[config.mk]
export PLATFORM = sky130hd
export DESIGN_NAME = ivs_ctrl
export DESIGN_NICKNAME = d
export VERILOG_FILES = /design/src/rtl/ivs_pkg.sv /design/src/rtl/ivs_ctrl.sv
export SDC_FILE = /design/constraint.sdc
export NUM_CORES = 1
export LEC_CHECK = 0
export ABC_CLOCK_PERIOD_IN_PS = 990
export BUFFER_PORTS_ARGS = -buffer_cell sky130_fd_sc_hd__buf_4
export CORE_AREA = 2 2 39 41
export CTS_BUF_LIST = sky130_fd_sc_hd__clkbuf_4 sky130_fd_sc_hd__clkbuf_8
export CTS_CLUSTER_SIZE = 25
export DETAILED_ROUTE_END_ITERATION = 8
export DIE_AREA = 0 0 41 43
export HOLD_SLACK_MARGIN = 0.08
export PLACE_DENSITY = 0.45
export SLEW_MARGIN = 40
export SYNTH_ARGS = -nofsm -noshare
export SYNTH_HDL_FRONTEND = slang
export SYNTH_SLANG_ARGS = --single-unit
export TNS_END_PERCENT = 10
[constraint.sdc]
create_clock -name clock -period 0.99 [get_ports clock]
set_input_delay 0.198 -clock clock [delete_from_list [all_inputs] [get_ports clock]]
set_output_delay 0.198 -clock clock [all_outputs]
set_load 0.1 [all_outputs]
[src/rtl/ivs_pkg.sv]
// Shared constants, types and a helper function of the indexed value store.
`default_nettype none
package ivs_pkg;

   // Store geometry.
   localparam int ENTRIES   = 64;
   localparam int ADDR_W    = (ENTRIES > 1) ? $clog2(ENTRIES) : 1;
   localparam int LANES_MAX = 16;
   localparam int CNT_W     = $clog2(LANES_MAX + 1);

   // Field widths.
   localparam int FUNC_W  = 2;
   localparam int KEY_W   = 32;
   localparam int DATA_W  = 32;
   localparam int LANES_W = 5;
   localparam int LANES_RESET = 16;

   // Stream packing.
   localparam int REQ_TDATA_W = KEY_W + DATA_W;
   localparam int RSP_FIELD_W = KEY_W + DATA_W + 2;
   localparam int RSP_TDATA_W = ((RSP_FIELD_W + 7) / 8) * 8;

   // Operation codes.
   localparam logic [FUNC_W-1:0] FUNC_LOAD  = 2'd0;
   localparam logic [FUNC_W-1:0] FUNC_STORE = 2'd1;
   localparam logic [FUNC_W-1:0] FUNC_EVICT = 2'd2;
   localparam logic [FUNC_W-1:0] FUNC_NOP   = 2'd3;

   // Commands from the controller to the datapath.
   typedef struct packed {
      logic capture;
      logic match;
      logic access;
      logic ev_pick;
      logic load_out;
   } ivs_cmd_type;

   // Status from the datapath to the controller.
   typedef struct packed {
      logic [FUNC_W-1:0] func;
      logic              out_free;
      logic              ev_done;
      logic              overflow;
   } ivs_stat_type;

   // Address of the lowest set bit; zero when no bit is set.
   function automatic logic [ADDR_W-1:0] lowest_set(input logic [ENTRIES-1:0] vec);
      logic [ADDR_W-1:0] idx;
      idx = '0;
      for (int i = ENTRIES - 1; i >= 0; i--) begin
         if (vec[i]) idx = ADDR_W'(i);
      end
      return idx;
   endfunction

endpackage
`default_nettype wire

[src/rtl/ivs_ctrl.sv]
// Controller state machine sequencing loads, stores and evict runs.
`default_nettype none
module ivs_ctrl (
   input  wire logic                          clock,
   input  wire logic                          reset,
   input  wire logic                          req_valid,
   input  wire logic [ivs_pkg::FUNC_W-1:0]    req_func,
   output logic                               req_ready,
   input  wire ivs_pkg::ivs_stat_type         stat,
   output ivs_pkg::ivs_cmd_type               cmd
);
   import ivs_pkg::*;

   localparam logic [2:0] S_IDLE   = 3'd0;
   localparam logic [2:0] S_MATCH  = 3'd1;
   localparam logic [2:0] S_ACCESS = 3'd2;
   localparam logic [2:0] S_RESULT = 3'd3;
   localparam logic [2:0] S_EVPICK = 3'd4;
   localparam logic [2:0] S_EVOUT  = 3'd5;

   logic [2:0] state_ff, state_in;

   assign req_ready = (state_ff == S_IDLE);

   // Next state and commands.
   always_comb begin
      state_in = state_ff;
      cmd      = '0;
      unique case (state_ff)
         S_IDLE: begin
            if (req_valid) begin
               cmd.capture = 1'b1;
               unique case (req_func)
                  FUNC_LOAD, FUNC_STORE: state_in = S_MATCH;
                  FUNC_EVICT:            state_in = S_EVPICK;
                  default:               state_in = S_IDLE;
               endcase
            end
         end
         S_MATCH: begin
            cmd.match = 1'b1;
            state_in  = S_ACCESS;
         end
         S_ACCESS: begin
            cmd.access = 1'b1;
            state_in   = S_RESULT;
         end
         S_RESULT: begin
            if (stat.out_free) begin
               cmd.load_out = 1'b1;
               state_in     = S_IDLE;
            end
         end
         S_EVPICK: begin
            cmd.ev_pick = 1'b1;
            state_in    = S_EVOUT;
         end
         S_EVOUT: begin
            if (stat.out_free) begin
               cmd.load_out = 1'b1;
               state_in     = stat.ev_done ? S_IDLE : S_EVPICK;
            end
         end
         default: begin
            state_in = S_IDLE;
         end
      endcase
   end

   always_ff @(posedge clock) begin
      if (reset) begin
         state_ff <= S_IDLE;
      end else begin
         state_ff <= state_in;
      end
   end
endmodule
`default_nettype wire

==> impl_metrics.ini <==
[placed_design]
portBuffers = 12
place_ws_ns = -0.2902
globalplace.congestion = 0.7318
placed_cells = 56

[floorplan]
die_w_microns = 41
core_sq_mm = 0.001384
rows = 14
initial_core_util_pct = 17.27
die_y_microns = 43
io_pins = 16
dieArea_sq_mm = 0.001763

[hold_path]
hold_depth = 2
hp-class = input port to register

[timing]
hold_viol_final = 0
rsz0062_at_grt = yes
setup-tns-final_ns = -2.440
fmax_mhz = 715.1
layout_setup_ws_ns = -0.4084
slew_headroom_pct = 81.57
min_period_over_period_pct = 141.2
finalCriticalPeriod_ns = 1.398
tightest_slew_ns = 0.2788
drv_slew = 0
finClkSkew_ns = 0.005239
finalSetupViolCount = 8

[outcome]
outcome = finished, violations left
violations = setup timing

[critical_path]
critPathRequiredTime_ns = 0.79
cp-startpoint = state_ff[1]
arrival_ns = 1.20
r2r_slack_ns = -0.12
crit_path_end = cmd[4]
r2r-start = state_ff[2]
reg2reg_to = state_ff[0]
cp_slowest_stage_delay_ns = 0.36
path_buf_inv = 2
worstSetupStartpointType = register
cp-end-kind = output pin
critical_path.max_fanout = 5
reg2reg_depth = 3
crit_family = flip-flops
slowest_stage = dfxtp_4
cp_cell_sequence = buf_12 > nor3_4 > and2_4 > buf_12
crit_top_cell = buf_12
crit_type = register to output pin
path_depth = 4

[cells_and_area]
largestRegisters = state_ff: 3 flops
multiInputGateArea_sq_um = 187.7
final_cells = 60
largest_reg_flops = 3
fin_nets = 55
diodes = 0
regMostFlops = state_ff
drive_gt1_share_pct = 84.09
final_common_cell = buf_4
fillers = 137
final_cell_mix = buf_4, clkbuf_4, buf_12, and2_4, buf_6
regArea_sq_um = 68.82
area_growth_pct = 115.2

[route]
drt_iter0_drc = 2
firstDrtPassIters = 2
routedWlPerCell_microns = 11.02
ant_nets = 0
viasPerCell = 4.117
drc = 0
vias = 247
wl_microns = 661

[synthesis]
synth.distinct_cells = 18
synth_area_sq_um = 239.0
synth.avg_cell_area_sq_um = 10.39
ys_seq_elements = 3
synth_warnings = 0
synth-seq-area-share_pct = 25.13
syn_inst = 23
mappedNetlistNets = 33

[global_route]
grt_max_degree = 7
grtUsageTotal_pct = 11.22
antenna_found_initial = 0
grt_pass1_vias = 283
grt.overflow.total = 0
grt_pass1_wl_microns = 1186

[clocking]
clk_latency_ns = 0.24
cts_tree = built
numCtsBuffers = 3
clkTransAtPathRegs_ns = 0.04
ctsLongestPathBuffers = 2
htree_num_levels = 1
ctsHoldBuffers = 0
cts-root-buf = clkbuf_4
clock_sinks = 3

[power_and_ir_drop]
p_sw_uw = 379.6
p_seq_share_pct = 18.3
vdd_drop_max_mv = 0.8374
p_leak_uw = 0.0002225
swShare_pct = 43.43
p_clk_share_pct = 28.6
intPower_uw = 494.3
pwr_density_cell_mw_per_mm2 = 1699
p_comb_share_pct = 53.2

[job]
max_cap_violations = 0
per-stage QoR:
step	hold WS, ns	utilization (%)	total power (uW)	instance area (sq um)
after floorplan	0.2733	-	461.6	256.5
after global placement	0.4081	29.57	570.1	409.1
after detailed placement	0.4142	29.57	574.6	409.1
after CTS	0.1569	35.99	882.0	498.0
after global routing	0.1527	37.16	933.8	514.2
final	0.1654	37.16	873.9	514.2
kinds of logic after synthesis:
| kind of cell | Yosys count | synth area share (%) |
|---|---|---|
| compound gates | 5 | 30.37 |
| flops | 3 | 25.13 |
| buf+inv | 3 | 9.423 |
| xor+xnor | 1 | 3.666 |
| simple gates | 11 | 31.42 |
final cells by class:
type / count / area share [%]
timing repair buffer: 19 / 39.66
multi-input combinational: 17 / 36.50
sequential: 3 / 13.38
clock buffer: 4 / 5.839
tap: 16 / 3.893
inverter: 1 / 0.7299
layer usage:
metal  vias to the layer above  part of all wire [%]  GRT usage (%)
met5                         -                     0              0
met4                         0                     0          12.00
met3                         0                   6.1          5.759
met1                       112                    37          10.54
met2                        12                    57          15.63
li1                        123                     -              -
synth_stat cells, drive strengths merged:
cell	count	area, sq um
nand2	1	3.750
nor2	2	7.510
nor3	1	10.01
nor3b	2	20.02
inv	1	3.750
a211oi	1	12.51
and2	4	27.53
xor2	1	8.760
a2111oi	2	42.54
a31oi	1	6.260
dfxtp	3	60.06
nor4	1	6.260
a21boi	1	11.26
buf	2	18.77
worst min path at each step:
stage	startpoint	end	slack (ns)
finish	reset	state_ff[1]	0.17
CTS	reset	state_ff[1]	0.16
global route	reset	state_ff[1]	0.15
detailed placement	reset	state_ff[1]	0.41
floorplan	reset	state_ff[1]	0.27
global placement	reset	state_ff[1]	0.41
worst register-to-register path, delay by kind of cell, from the launching register on:
family,cells,cell delay [ns]
flip-flops,1,0.35
AO/OA/AOI/OAI,1,0.33
buffers and inverters,2,0.32
what timing repair did:
| action | 4_1_cts | 5_1_grt |
|---|---|---|
| gates resized for setup | 15 | 5 |
| setup endpoints to repair | 9 | 9 |
| setup buffers | 0 | 0 |
| pin swaps | 1 | 1 |
power groups by stage:
| stage | clock (uW) | combinational, uW | sequential [uW] |
|---|---|---|---|
| after floorplan | 0 | 316 | 146 |
| after global placement | 0 | 413 | 157 |
| after detailed placement | 0 | 417 | 158 |
| after CTS | 263 | 460 | 158 |
| after global routing | 287 | 485 | 162 |
| final | 250 | 465 | 160 |
Power figures use the tool's default switching activity.
